==> config.mk <==
export PLATFORM = sky130hd
export DESIGN_NAME = budgeted_round_robin_scheduler_unit_flat
export DESIGN_NICKNAME = d
export VERILOG_FILES = /design/src/sv/brrs_pkg.sv /design/src/sv/brrs_item_if.sv /design/src/sv/brrs_result_if.sv /design/src/sv/brrs_cell.sv /design/src/sv/budgeted_round_robin_scheduler_unit.sv /design/src/flat_wrapper.sv
export SDC_FILE = /design/constraint.sdc
export NUM_CORES = 1
export LEC_CHECK = 0
export BUFFER_PORTS_ARGS = -buffer_cell sky130_fd_sc_hd__buf_2
export CORE_AREA = 2 2 264 266
export CTS_CLUSTER_DIAMETER = 100
export DETAILED_ROUTE_END_ITERATION = 8
export DIE_AREA = 0 0 266 268
export PLACE_DENSITY = 0.67
export SLEW_MARGIN = 20
export SYNTH_ARGS = -nofsm -noshare
export SYNTH_HDL_FRONTEND = slang
export SYNTH_SLANG_ARGS = --single-unit
==> constraint.sdc <==
create_clock -name i_clk -period 7.85 [get_ports i_clk]
set_clock_uncertainty 0.05 [all_clocks]
set_input_delay 1.57 -clock i_clk [delete_from_list [all_inputs] [get_ports i_clk]]
set_output_delay 1.57 -clock i_clk [all_outputs]
set_load 0.1 [all_outputs]
==> src/sv/brrs_pkg.sv <==
// Package for the budgeted round-robin scheduler.
// Holds the operation and status codes, controller states, reset values and cell control type.
// No dependencies; brrs_cell and the top level import it.
`default_nettype none
package brrs_pkg;

    typedef enum logic [2:0] {
        OP_ADD    = 3'd0,
        OP_TIME   = 3'd1,
        OP_PAUSE  = 3'd2,
        OP_RESUME = 3'd3,
        OP_REPORT = 3'd4
    } t_op;

    typedef enum logic [1:0] {
        ST_OK        = 2'd0,
        ST_FULL      = 2'd1,
        ST_NO_RUN    = 2'd2,
        ST_FLOOR_HIT = 2'd3
    } t_status;

    typedef enum logic [1:0] {
        S_IDLE,
        S_EXEC,
        S_RESP
    } t_state;

    typedef struct packed {
        logic load;
        logic shift;
    } t_cell_ctl;

    localparam int unsigned CFG_IDX_W  = 1;
    localparam int unsigned CFG_DATA_W = 23;
    localparam logic [CFG_IDX_W-1:0] CFG_RATE     = 1'd0;
    localparam logic [CFG_IDX_W-1:0] CFG_CAPACITY = 1'd1;

    localparam logic [15:0] RATE_RESET     = 16'd256;
    localparam logic [22:0] CAPACITY_RESET = 23'd10000;
    localparam logic [17:0] ONE_TICK_Q8    = 18'd256;
    localparam logic signed [31:0] CREDIT_RESET = 32'sd2560000;
    localparam logic signed [31:0] CREDIT_FLOOR = 32'sh8000_0000;

endpackage
`default_nettype wire

==> src/sv/brrs_item_if.sv <==
// Input channel of the budgeted round-robin scheduler: valid/ready and one input word.
// No dependencies.
`default_nettype none
interface brrs_item_if;
    logic        valid;
    logic        ready;
    logic [2:0]  op;
    logic [7:0]  task_id;
    logic [15:0] elapsed;
    logic        keep;

    modport source (output valid, output op, output task_id, output elapsed, output keep,
                    input ready);
    modport sink (input valid, input op, input task_id, input elapsed, input keep,
                  output ready);
endinterface
`default_nettype wire

==> src/sv/brrs_result_if.sv <==
// Result channel of the budgeted round-robin scheduler: valid/ready and one result word.
// No dependencies.
`default_nettype none
interface brrs_result_if;
    logic               valid;
    logic               ready;
    logic               grant;
    logic [7:0]         granted_task;
    logic [1:0]         status;
    logic [4:0]         tasks_held;
    logic signed [31:0] credit;

    modport source (output valid, output grant, output granted_task, output status,
                    output tasks_held, output credit, input ready);
    modport sink (input valid, input grant, input granted_task, input status,
                  input tasks_held, input credit, output ready);
endinterface
`default_nettype wire

==> src/sv/brrs_cell.sv <==
// One entry of the task list chain: loads a new task identifier or takes its neighbor's entry.
// Depends on brrs_pkg for the cell control type.
`default_nettype none
module brrs_cell
    import brrs_pkg::*;
(
    input  wire logic      i_clk,
    input  wire t_cell_ctl i_ctl,
    input  wire logic [7:0] i_task_id,
    input  wire logic [7:0] i_neighbor,
    output logic [7:0]     o_entry
);

    logic [7:0] r_entry;
    logic [7:0] n_entry;

    always_comb begin
        n_entry = r_entry;
        if (i_ctl.load) begin
            n_entry = i_task_id;
        end else if (i_ctl.shift) begin
            n_entry = i_neighbor;
        end
    end

    always_ff @(posedge i_clk) begin
        r_entry <= n_entry;
    end

    assign o_entry = r_entry;

endmodule
`default_nettype wire

==> src/sv/budgeted_round_robin_scheduler_unit.sv <==
// Top level of the budgeted round-robin scheduler: controller, credit datapath and task cell chain.
// Depends on brrs_pkg, brrs_item_if, brrs_result_if and brrs_cell.
//
//   channel   direction  fields
//   i_item    in         op, task_id, elapsed, keep
//   o_result  out        grant, granted_task, status, tasks_held, credit
//   i_cfg_*   in         credit_rate (index 0), credit_capacity (index 1)
//
// Each word passes through three steps: accept with the rate product, state update, result load.
// The product register and the cell chain update set these steps.
// Reset is synchronous; no clearing pass is needed.
// A new word is accepted while a result still waits; the controller holds only when a
// second result is ready and the output register is still full.
`default_nettype none
module budgeted_round_robin_scheduler_unit
    import brrs_pkg::*;
#(
    parameter int unsigned MAX_TASKS = 16
) (
    input  wire logic                  i_clk,
    input  wire logic                  i_rst_n,
    brrs_item_if.sink                  i_item,
    brrs_result_if.source              o_result,
    input  wire logic                  i_cfg_we,
    input  wire logic [CFG_IDX_W-1:0]  i_cfg_idx,
    input  wire logic [CFG_DATA_W-1:0] i_cfg_data
);

    localparam int unsigned IW = $clog2(MAX_TASKS);
    localparam int unsigned CW = $clog2(MAX_TASKS + 1);

    t_state             r_state, n_state;
    logic [15:0]        r_rate;
    logic [22:0]        r_cap;
    logic [CW-1:0]      r_count, n_count;
    logic [IW-1:0]      r_pos, n_pos;
    logic signed [31:0] r_credit, n_credit;
    logic               r_paused, n_paused;
    logic               r_running, n_running;

    logic [2:0]         r_op;
    logic [7:0]         r_id;
    logic               r_keep;
    logic signed [34:0] r_prod;
    logic [1:0]         r_status, n_status;

    logic               r_out_valid, n_out_valid;
    logic               r_grant, n_grant;
    logic [7:0]         r_who, n_who;
    logic [1:0]         r_out_status, n_out_status;
    logic [4:0]         r_held, n_held;
    logic signed [31:0] r_out_credit, n_out_credit;

    logic               w_accept;
    logic signed [17:0] w_rate;
    logic signed [34:0] w_prod;
    logic signed [35:0] w_sum;
    logic signed [35:0] w_cap;
    logic signed [35:0] w_floor;
    logic [CW-1:0]      w_pos_ext;
    logic [CW-1:0]      w_pos_inc;
    logic [CW-1:0]      w_cnt_dec;
    logic [CW+4:0]      w_cnt_wide;
    logic               w_add_ok;
    logic               w_remove;
    logic               w_grant;
    logic [7:0]         w_entry [MAX_TASKS];
    t_cell_ctl          w_ctl [MAX_TASKS];

    assign w_accept       = i_item.valid && i_item.ready;
    assign i_item.ready   = (r_state == S_IDLE);
    assign w_rate         = $signed({2'b00, r_rate}) - (r_running ? $signed(ONE_TICK_Q8) : 18'sd0);
    assign w_prod         = $signed({1'b0, i_item.elapsed}) * w_rate;
    assign w_pos_ext      = CW'(r_pos);
    assign w_pos_inc      = w_pos_ext + CW'(1);
    assign w_cnt_dec      = r_count - CW'(1);
    assign w_cnt_wide     = {5'b00000, r_count};
    assign w_cap          = $signed({5'b00000, r_cap, 8'h00});
    assign w_floor        = 36'(CREDIT_FLOOR);
    assign w_add_ok       = (r_state == S_EXEC) && (r_op == OP_ADD) && (r_count < CW'(MAX_TASKS));
    assign w_remove       = (r_state == S_EXEC) && (r_op == OP_REPORT) && r_running
                            && (r_count != '0) && (w_pos_ext < r_count) && !r_keep;
    assign w_grant        = !r_paused && (r_count != '0) && (r_credit > 32'sd0)
                            && (w_pos_ext < r_count);

    genvar gi;
    generate
        for (gi = 0; gi < MAX_TASKS; gi++) begin : g_cell
            logic [7:0] w_next;
            if (gi == MAX_TASKS - 1) begin : g_last
                assign w_next = w_entry[gi];
            end else begin : g_mid
                assign w_next = w_entry[gi+1];
            end
            assign w_ctl[gi].load  = w_add_ok && (r_count == CW'(gi));
            assign w_ctl[gi].shift = w_remove && (CW'(gi) >= w_pos_ext)
                                     && (CW'(gi + 1) < r_count);
            brrs_cell u_cell (
                .i_clk      (i_clk),
                .i_ctl      (w_ctl[gi]),
                .i_task_id  (r_id),
                .i_neighbor (w_next),
                .o_entry    (w_entry[gi])
            );
        end
    endgenerate

    always_comb begin
        n_state      = r_state;
        n_count      = r_count;
        n_pos        = r_pos;
        n_credit     = r_credit;
        n_paused     = r_paused;
        n_running    = r_running;
        n_status     = r_status;
        n_out_valid  = r_out_valid && !o_result.ready;
        n_grant      = r_grant;
        n_who        = r_who;
        n_out_status = r_out_status;
        n_held       = r_held;
        n_out_credit = r_out_credit;
        w_sum        = 36'(r_credit) + 36'(r_prod);

        case (r_state)
            S_IDLE: begin
                if (w_accept) begin
                    n_state = S_EXEC;
                end
            end
            S_EXEC: begin
                n_status = ST_OK;
                n_state  = S_RESP;
                case (r_op)
                    OP_ADD: begin
                        if (w_add_ok) begin
                            if (r_count == '0) begin
                                n_pos = '0;
                            end
                            n_count = r_count + CW'(1);
                        end else begin
                            n_status = ST_FULL;
                        end
                    end
                    OP_TIME: begin
                        if (!r_paused) begin
                            if (w_sum > w_cap) begin
                                w_sum = w_cap;
                            end
                            if (w_sum < w_floor) begin
                                n_credit = CREDIT_FLOOR;
                                n_status = ST_FLOOR_HIT;
                            end else begin
                                n_credit = w_sum[31:0];
                            end
                        end
                    end
                    OP_PAUSE: begin
                        n_paused = 1'b1;
                    end
                    OP_RESUME: begin
                        n_paused = 1'b0;
                    end
                    OP_REPORT: begin
                        if (!r_running || r_count == '0 || w_pos_ext >= r_count) begin
                            n_status = ST_NO_RUN;
                        end else if (r_keep) begin
                            n_pos = (w_pos_inc >= r_count) ? '0 : w_pos_inc[IW-1:0];
                        end else begin
                            n_count = w_cnt_dec;
                            if (w_pos_ext >= w_cnt_dec) begin
                                n_pos = '0;
                            end
                        end
                    end
                    default: begin
                    end
                endcase
            end
            S_RESP: begin
                if (!r_out_valid || o_result.ready) begin
                    n_out_valid  = 1'b1;
                    n_grant      = w_grant;
                    n_who        = w_grant ? w_entry[r_pos] : 8'h00;
                    n_out_status = r_status;
                    n_held       = w_cnt_wide[4:0];
                    n_out_credit = r_credit;
                    n_running    = w_grant;
                    n_state      = S_IDLE;
                end
            end
            default: begin
                n_state = S_IDLE;
            end
        endcase
    end

    always_ff @(posedge i_clk) begin
        if (!i_rst_n) begin
            r_state     <= S_IDLE;
            r_rate      <= RATE_RESET;
            r_cap       <= CAPACITY_RESET;
            r_count     <= '0;
            r_pos       <= '0;
            r_credit    <= CREDIT_RESET;
            r_paused    <= 1'b1;
            r_running   <= 1'b0;
            r_out_valid <= 1'b0;
        end else begin
            r_state     <= n_state;
            r_count     <= n_count;
            r_pos       <= n_pos;
            r_credit    <= n_credit;
            r_paused    <= n_paused;
            r_running   <= n_running;
            r_out_valid <= n_out_valid;
            if (i_cfg_we) begin
                case (i_cfg_idx)
                    CFG_RATE: begin
                        r_rate <= i_cfg_data[15:0];
                    end
                    CFG_CAPACITY: begin
                        r_cap <= i_cfg_data[22:0];
                    end
                    default: begin
                    end
                endcase
            end
        end
    end

    always_ff @(posedge i_clk) begin
        if (w_accept) begin
            r_op   <= i_item.op;
            r_id   <= i_item.task_id;
            r_keep <= i_item.keep;
            r_prod <= w_prod;
        end
        r_status     <= n_status;
        r_grant      <= n_grant;
        r_who        <= n_who;
        r_out_status <= n_out_status;
        r_held       <= n_held;
        r_out_credit <= n_out_credit;
    end

    assign o_result.valid        = r_out_valid;
    assign o_result.grant        = r_grant;
    assign o_result.granted_task = r_who;
    assign o_result.status       = r_out_status;
    assign o_result.tasks_held   = r_held;
    assign o_result.credit       = r_out_credit;

endmodule
`default_nettype wire
==> src/flat_wrapper.sv <==
// flat-port wrapper written by rule: the top's interface ports become plain ports
module budgeted_round_robin_scheduler_unit_flat import brrs_pkg::*;
#(
    parameter int unsigned MAX_TASKS = 16
)
  (i_clk, i_rst_n, i_cfg_we, i_cfg_idx, i_cfg_data, i_item_valid, i_item_op, i_item_task_id, i_item_elapsed, i_item_keep, i_item_ready, o_result_valid, o_result_grant, o_result_granted_task, o_result_status, o_result_tasks_held, o_result_credit, o_result_ready);
  brrs_item_if i_item_i ();
  brrs_result_if o_result_i ();
  input  wire logic i_clk;
  input  wire logic i_rst_n;
  input  wire logic i_cfg_we;
  input  wire logic [CFG_IDX_W-1:0] i_cfg_idx;
  input  wire logic [CFG_DATA_W-1:0] i_cfg_data;
  input wire logic [$bits(i_item_i.valid)-1:0] i_item_valid;
  input wire logic [$bits(i_item_i.op)-1:0] i_item_op;
  input wire logic [$bits(i_item_i.task_id)-1:0] i_item_task_id;
  input wire logic [$bits(i_item_i.elapsed)-1:0] i_item_elapsed;
  input wire logic [$bits(i_item_i.keep)-1:0] i_item_keep;
  output wire logic [$bits(i_item_i.ready)-1:0] i_item_ready;
  output wire logic [$bits(o_result_i.valid)-1:0] o_result_valid;
  output wire logic [$bits(o_result_i.grant)-1:0] o_result_grant;
  output wire logic [$bits(o_result_i.granted_task)-1:0] o_result_granted_task;
  output wire logic [$bits(o_result_i.status)-1:0] o_result_status;
  output wire logic [$bits(o_result_i.tasks_held)-1:0] o_result_tasks_held;
  output wire logic [$bits(o_result_i.credit)-1:0] o_result_credit;
  input wire logic [$bits(o_result_i.ready)-1:0] o_result_ready;
  assign i_item_i.valid = i_item_valid;
  assign i_item_i.op = i_item_op;
  assign i_item_i.task_id = i_item_task_id;
  assign i_item_i.elapsed = i_item_elapsed;
  assign i_item_i.keep = i_item_keep;
  assign i_item_ready = i_item_i.ready;
  assign o_result_valid = o_result_i.valid;
  assign o_result_grant = o_result_i.grant;
  assign o_result_granted_task = o_result_i.granted_task;
  assign o_result_status = o_result_i.status;
  assign o_result_tasks_held = o_result_i.tasks_held;
  assign o_result_credit = o_result_i.credit;
  assign o_result_i.ready = o_result_ready;
  budgeted_round_robin_scheduler_unit #(.MAX_TASKS(MAX_TASKS)) u_core (.i_clk(i_clk), .i_rst_n(i_rst_n), .i_item(i_item_i), .o_result(o_result_i), .i_cfg_we(i_cfg_we), .i_cfg_idx(i_cfg_idx), .i_cfg_data(i_cfg_data));
endmodule
== Word-level counts from Yosys, hierarchy flattened ==
Cells that the tools add are included.
Widths: inputs -> output; s select.
Storage, ports and cells
  word-level logic and storage cells: 267
  flip-flop bits (word level): 310
  output and inout port bits: 50
  bits of input ports: 57
Cells by class
  multiply operators: 1
  reductions and logical operators: 95
  bitwise logic cells: 3
  add/subtract/negate cells: 5
  equality and inequality tests: 28
  mux-type cells: 61
  $lt $le $gt $ge: 39
Operators with widths (count)
  $mux 8: 32
  $mux 36: 4
  $logic_and 1x1->1: 58
  $eq 5x4->1 const B: 8
  $lt 4x5->1 const A: 8
  $add 32x35->36: 1
  $gt 36x32->1: 1
  $lt 36x32->1 const B: 1
  $mul 17x18->35: 1
  $reduce_bool 2->1: 17
  $bmux 8 s4: 1
  $gt 32x1->1 const B: 1
  $mux 32: 1
  $ge 4x4->1 const A: 7
  $mux 4: 6
  $eq 5x3->1 const B: 4
  $lt 3x5->1 const A: 4
  $sub 16x9->17: 1
  $ge 3x4->1 const A: 4
  $mux 5: 3
  $pmux 2 s3: 2
  $eq 5x2->1 const B: 2
  $ge 4x5->1: 2
  $lt 2x5->1 const A: 2
  other kinds (37): 61

== Depth between registers and ports, before layout ==
  depth in word-level cells: 10
  gate-level depth with buffers: 29
  depth with buffers taken out: 28

== By module ==
Synthesis repeated with hierarchy kept, for this count alone.
Second synthesis, totals
  cell total of the unflattened synthesis: 2422
  area, all modules: 26247.7 um2
By module, submodules not included
  budgeted_round_robin_scheduler_unit: cells each 2134, instances 1, sequential area each 4584.4 um2, area an instance 20201.9 um2
  brrs_cell: cells each 18, instances 16, sequential area each 240.2 um2, area an instance 377.9 um2

== Worst setup path after synthesis ==
No wires, ideal clock.
  kind: in2reg
  from: input port i_item_elapsed[10]
  to: register u_core.r_prod[33] (data pin)
  slack: -0.182 ns
  data required time: 7.540 ns
  path buffers: 2
  arrival time: 7.722 ns
  stages: 24
  setup time: 0.260 ns
  cell sequence: clkbuf_1 -> clkbuf_1 -> nand2_1 -> fa_1 -> fa_1 -> inv_1 -> fa_1 -> inv_1 -> fa_1 -> inv_1 -> fa_1 -> inv_1 -> fa_1 -> inv_1 -> ha_1 -> a2111oi_4 -> a21o_1 -> a21oi_1 -> a311o_1 -> a2111oi_4 -> o21ai_1 -> and3_1 -> a221oi_2 -> xnor2_1
Between the ends
  longest elaborated chain between the ends: 1
RTL lines
  start: declaration: line flat_wrapper.sv:17  | input wire logic [$bits(i_item_i.elapsed)-1:0] i_item_elapsed;
  $mul 17x18->35: line budgeted_round_robin_scheduler_unit.sv:73  | assign w_prod = $signed({1'b0, i_item.elapsed}) * w_rate;
  named net u_core.w_prod[33]: line budgeted_round_robin_scheduler_unit.sv:56  | logic signed [34:0] w_prod;
  end signal: assignment: line budgeted_round_robin_scheduler_unit.sv:236  | r_prod <= w_prod;
  end: declaration: line budgeted_round_robin_scheduler_unit.sv:44  | logic signed [34:0] r_prod;
The timed path passes the listed nets, and every way through them passes these cells.
A chain may end at the register's enable or synchronous reset.

== Worst setup path after layout ==
  from: input port i_item_elapsed[7]
  to: register u_core.r_prod[33] (data pin)
The elaborated chain is that of the path after synthesis.

==> results.md <==
- Multi-input logic area: 0.0168 mm2
- First-pass GRT wire length: 103 mm
- Final core occ: 44.2%
- Cell Area, Synth: 0.0271 mm2
- Critical path's largest stage delay: 0.54 ns
- Nets@finish: 3174
- Max Cap Violations: 0
- Worst Setup End Kind: register
- N_diodes: 0
- Synthesized flop and latch total: 310
- FF/Latch Area: 0.00846 mm2
- CP startpoint: i_item_elapsed[7]
- CTS Buffer Depth: 3
- Number of flops mapped to enable cells by yosys: 225
- Worst R2R Setup Slack: 0.39 ns
- Port bufs: 106
- CP required: 8.06 ns
- Final ANT Viol Nets: 0
- GR Overflow Total: 0
- Netlist cell types: 86
- CP Depth: 23
- Fin crit period: 7.53 ns
- Power density over cell area: 173 mW/mm2
- Worst-Skew Late Latency: 0.54 ns
- Share of post-route cells with drive strength above 1: 17.2%
- I/O pin cnt: 107
- Die area: 0.0713 mm2
- Synth Warn #: 0
- Seq/Total Area, Yosys: 31.2%
- Pins Over Slew Limit: 0
- TritonRoute pass-1 iters: 5
- Initial Util: 39.7%
- Avg Cell Area, Syn: 10.6 um2
- Core Area: 0.0682 mm2
- Met2 WL post-DR: 29.3 mm
- Root Buffer Master: clkbuf_16
- # H-tree levels: 2
- Synth top area cells: edfxtp_1, fa_1, ha_1
- Via count: 18500
- Outcome: finished clean
- Hold slack: 0.375 ns
- Sequential share of power: 36.8%
- Vias per std cell: 5.17
- Setup Viol. Count Final: 0
- Routability Congestion: 0.881
- Leakage power: 13.0 nW
- Post-synth top area cell: edfxtp_1
- Die height: 268 um
- Most common cell on crit path: fa_1
- Largest net degree at the start of global routing: 86
- Dominant synthesized flop cell: edfxtp_1
- Slowest stage cell, crit path: fa_1
- Net Sw Frac: 33.5%
- Cell breakdown of the critical path: buf_2, nand2_1, fa_1, inv_1, fa_1, inv_1, fa_1, fa_1, inv_1, fa_1, fa_1, ha_1, a21o_1, a21o_1, a2111oi_4, a21o_1, a21oi_1, a311o_1, a2111oi_4, o21ai_1, and3_1, a221oi_2, xnor2_1
- Clock power frac: 29.7%
- Maximum vdd drop: 0.000147 V
- FILL cells: 6425
- Top cell type's share of synthesized area: 25.0%
- Antenna violations before repair: 1
- FF-to-FF End: u_core.r_prod[33]
- Setup TNS: 0 ns
- Drt total wl: 64.2 mm
- WL met3: 3.69 mm
- Initial DRC Count: 1257
- Postcts setup bufs: 0
- CTS Sinks: 310
- # DRC: 0
- RSZ-0062 raised after global routing: false
- Synth Net Count: 3047
- Inserted Clock Buffers: 34
- Crit path capture: u_core.r_prod[33]
- NetSw: 0.00175 W
- Layout area overhead: 11.4%
- Gate power share: 33.5%
- Critical Path AT: 7.74 ns
- Die extent in x: 266 um
- P_int: 0.00346 W
- Worst Reg-to-Reg Cells: 26
- Post-DP HPWL: 51.6 mm
- Crit path launch type: input pin
- Fmax: 133 MHz
- GRT Overall Usage: 18.3%
- Measured slew at the worst slew-check pin: 1.06 ns
- Per-cell routed wire length: 17.9 um
- Final worst-path cycle share: 95.9%
- CP Class: input pin to register
- Vias in the first global route: 18900
- Async SR Flop Fraction: 0%
- R2r startpoint: u_core.r_running
- Site Rows: 96
- Post-synthesis cell count: 2546
- Top Family by Delay on Critical Path: adder cells
- Relative slew slack: 29.4%
- Clock-pin slew on the worst setup and hold paths: 0.06 ns
- Final Hold Fails: 0
- CTS tree: yes
- Top sig layer: met5
- Min-delay worst type: register to register
- Critical path buffers and inverters: 4
- DRT met1 WL: 29.4 mm
- Crit path max fanout: 8
-- layer usage --
layer	global-route usage, %	vias to the layer above
li1	-	8796
met1	25.5	9112
met2	30.0	492
met3	2.22	98
met4	5.51	2
met5	0	-
-- worst min path at each step --
stage	slack, ns	cells past startpoint	endpoint	start
after floorplan	0.35	0	u_core.o_result.status[0]	u_core.r_status[0]
after global placement	0.36	0	u_core.o_result.status[1]	u_core.r_status[1]
after detailed placement	0.36	0	u_core.o_result.status[1]	u_core.r_status[1]
after CTS	0.38	0	u_core.o_result.status[1]	u_core.r_status[1]
after global routing	0.39	0	u_core.o_result.status[1]	u_core.r_status[1]
final	0.38	0	u_core.o_result.status[1]	u_core.r_status[1]
-- power groups by stage --
| stage | Combinational [W] | Sequential [W] | Clock [W] |
|---|---|---|---|
| floorplan | 0.00123 | 0.00194 | 0 |
| global placement | 0.00172 | 0.00195 | 0 |
| detailed placement | 0.00173 | 0.00195 | 0 |
| CTS | 0.00175 | 0.00191 | 0.00159 |
| global route | 0.00198 | 0.00192 | 0.00165 |
| finish | 0.00175 | 0.00192 | 0.00155 |
-- state kept, by name, indices dropped and copies added (netlist names), 3 cells and up --
name / cells
u_core.r_cap: 23
u_core.r_pos: 4
u_core.o_result.tasks_held: 5
u_core.o_result.credit: 32
u_core.r_id: 8
u_core.r_count: 5
u_core.r_op: 3
u_core.g_cell.u_cell.o_entry: 128
u_core.r_rate: 16
u_core.o_result.granted_task: 8
u_core.r_credit: 32
u_core.r_prod: 35
-- through the flow --
step / area (um2) / std cells / worst slack (ns) / total power (W)
2_1_floorplan: 27100 / 2546 / 0.00477 / 0.00317
3_3_place_gp: 29100 / 3519 / -0.158 / 0.00366
3_5_place_dp: 29100 / 3519 / -0.222 / 0.00368
4_1_cts: 30100 / 3581 / 0.273 / 0.00525
5_1_grt: 30200 / 3581 / 0.0174 / 0.00555
6_report: 30200 / 3581 / 0.321 / 0.00521
-- repair_timing --
item	CTS	global route
setup endpoints to repair	0	2
gates resized for setup	0	4
hold buffers	0	0
-- cell usage after synthesis, types with 4 or more instances --
cell type	instances
o311ai_0	6
nor4_1	9
a21boi_0	41
a211oi_1	5
mux4_2	40
nand3_1	31
or2_2	22
o31ai_1	4
mux2_2	122
o21ai_1	4
buf_1	8
inv_1	396
nand2b_1	52
nor2_1	42
nand4_1	18
a21o_1	57
nor3b_1	5
mux2i_1	4
and2_1	138
dfxtp_1	85
o21bai_1	13
xnor2_1	60
o21a_1	8
and3_1	13
nor2b_1	31
fa_1	273
edfxtp_1	225
or3_1	6
ha_1	171
nor3_1	15
a21oi_1	71
nand2_1	261
a31oi_1	28
xor2_1	30
clkbuf_1	88
o21ai_0	75
o211ai_1	12
-- area by class of cell --
type	instances	share of cell area, %
multi-input combinational	1739	55.6
sequential	310	28.1
inverter	396	4.93
timing repair buffer	192	4.20
tap	882	3.66
clock buffer	46	3.07
clock inverter	16	0.469
-- worst register-to-register path, stage by stage, from the launching register on --
cell	delay, ns
dfxtp_2	0.41
ha_1	0.23
ha_1	0.23
xor2_1	0.25
buf_12	0.19
nand2_1	0.09
fa_1	0.48
inv_1	0.05
fa_1	0.47
inv_1	0.06
fa_1	0.47
fa_1	0.49
inv_1	0.05
fa_1	0.50
fa_1	0.49
ha_1	0.32
a21o_1	0.18
a21o_1	0.21
a2111oi_4	0.30
a21o_1	0.16
a21oi_1	0.07
a311o_1	0.40
a2111oi_4	0.34
o21ai_1	0.16
and3_1	0.20
a221oi_2	0.25
xnor2_1	0.10
-- cells in the final DEF (no fill, tap or decap), types with 7 or more instances in the layout --
| cell | count |
|---|---|
| mux4_2 | 40 |
| and2_1 | 136 |
| dfxtp_1 | 83 |
| a21boi_0 | 41 |
| a31oi_1 | 28 |
| nand4_1 | 18 |
| a21o_1 | 57 |
| a21oi_1 | 71 |
| mux2_2 | 122 |
| nor4_1 | 9 |
| and3_1 | 13 |
| o211ai_1 | 12 |
| buf_12 | 7 |
| o21ai_0 | 75 |
| nand3_1 | 31 |
| o21bai_1 | 13 |
| nand2_1 | 261 |
| inv_1 | 396 |
| ha_1 | 171 |
| nor2b_1 | 29 |
| edfxtp_1 | 225 |
| xnor2_1 | 60 |
| nor3_1 | 14 |
| or2_2 | 22 |
| clkbuf_1 | 10 |
| buf_2 | 106 |
| clkbuf_16 | 35 |
| fa_1 | 273 |
| buf_4 | 78 |
| xor2_1 | 29 |
| nand2b_1 | 52 |
| nor2_1 | 42 |
| o21a_1 | 8 |
-- cells by family (layout without fill, tap and decap cells) --
kind of cell | Yosys count | after routing | synth area share [%]
muxes | 167 | 167 | 8.63
DFF | 310 | 310 | 31.2
buffers and inverters | 497 | 650 | 6.96
and+or+nand+nor | 656 | 656 | 12.3
AOI/OAI and AO/OA | 378 | 378 | 9.70
adders and majority gates | 447 | 447 | 28.2
xor gates and xnor gates | 91 | 91 | 2.97
(Power assumes the default switching activity.)
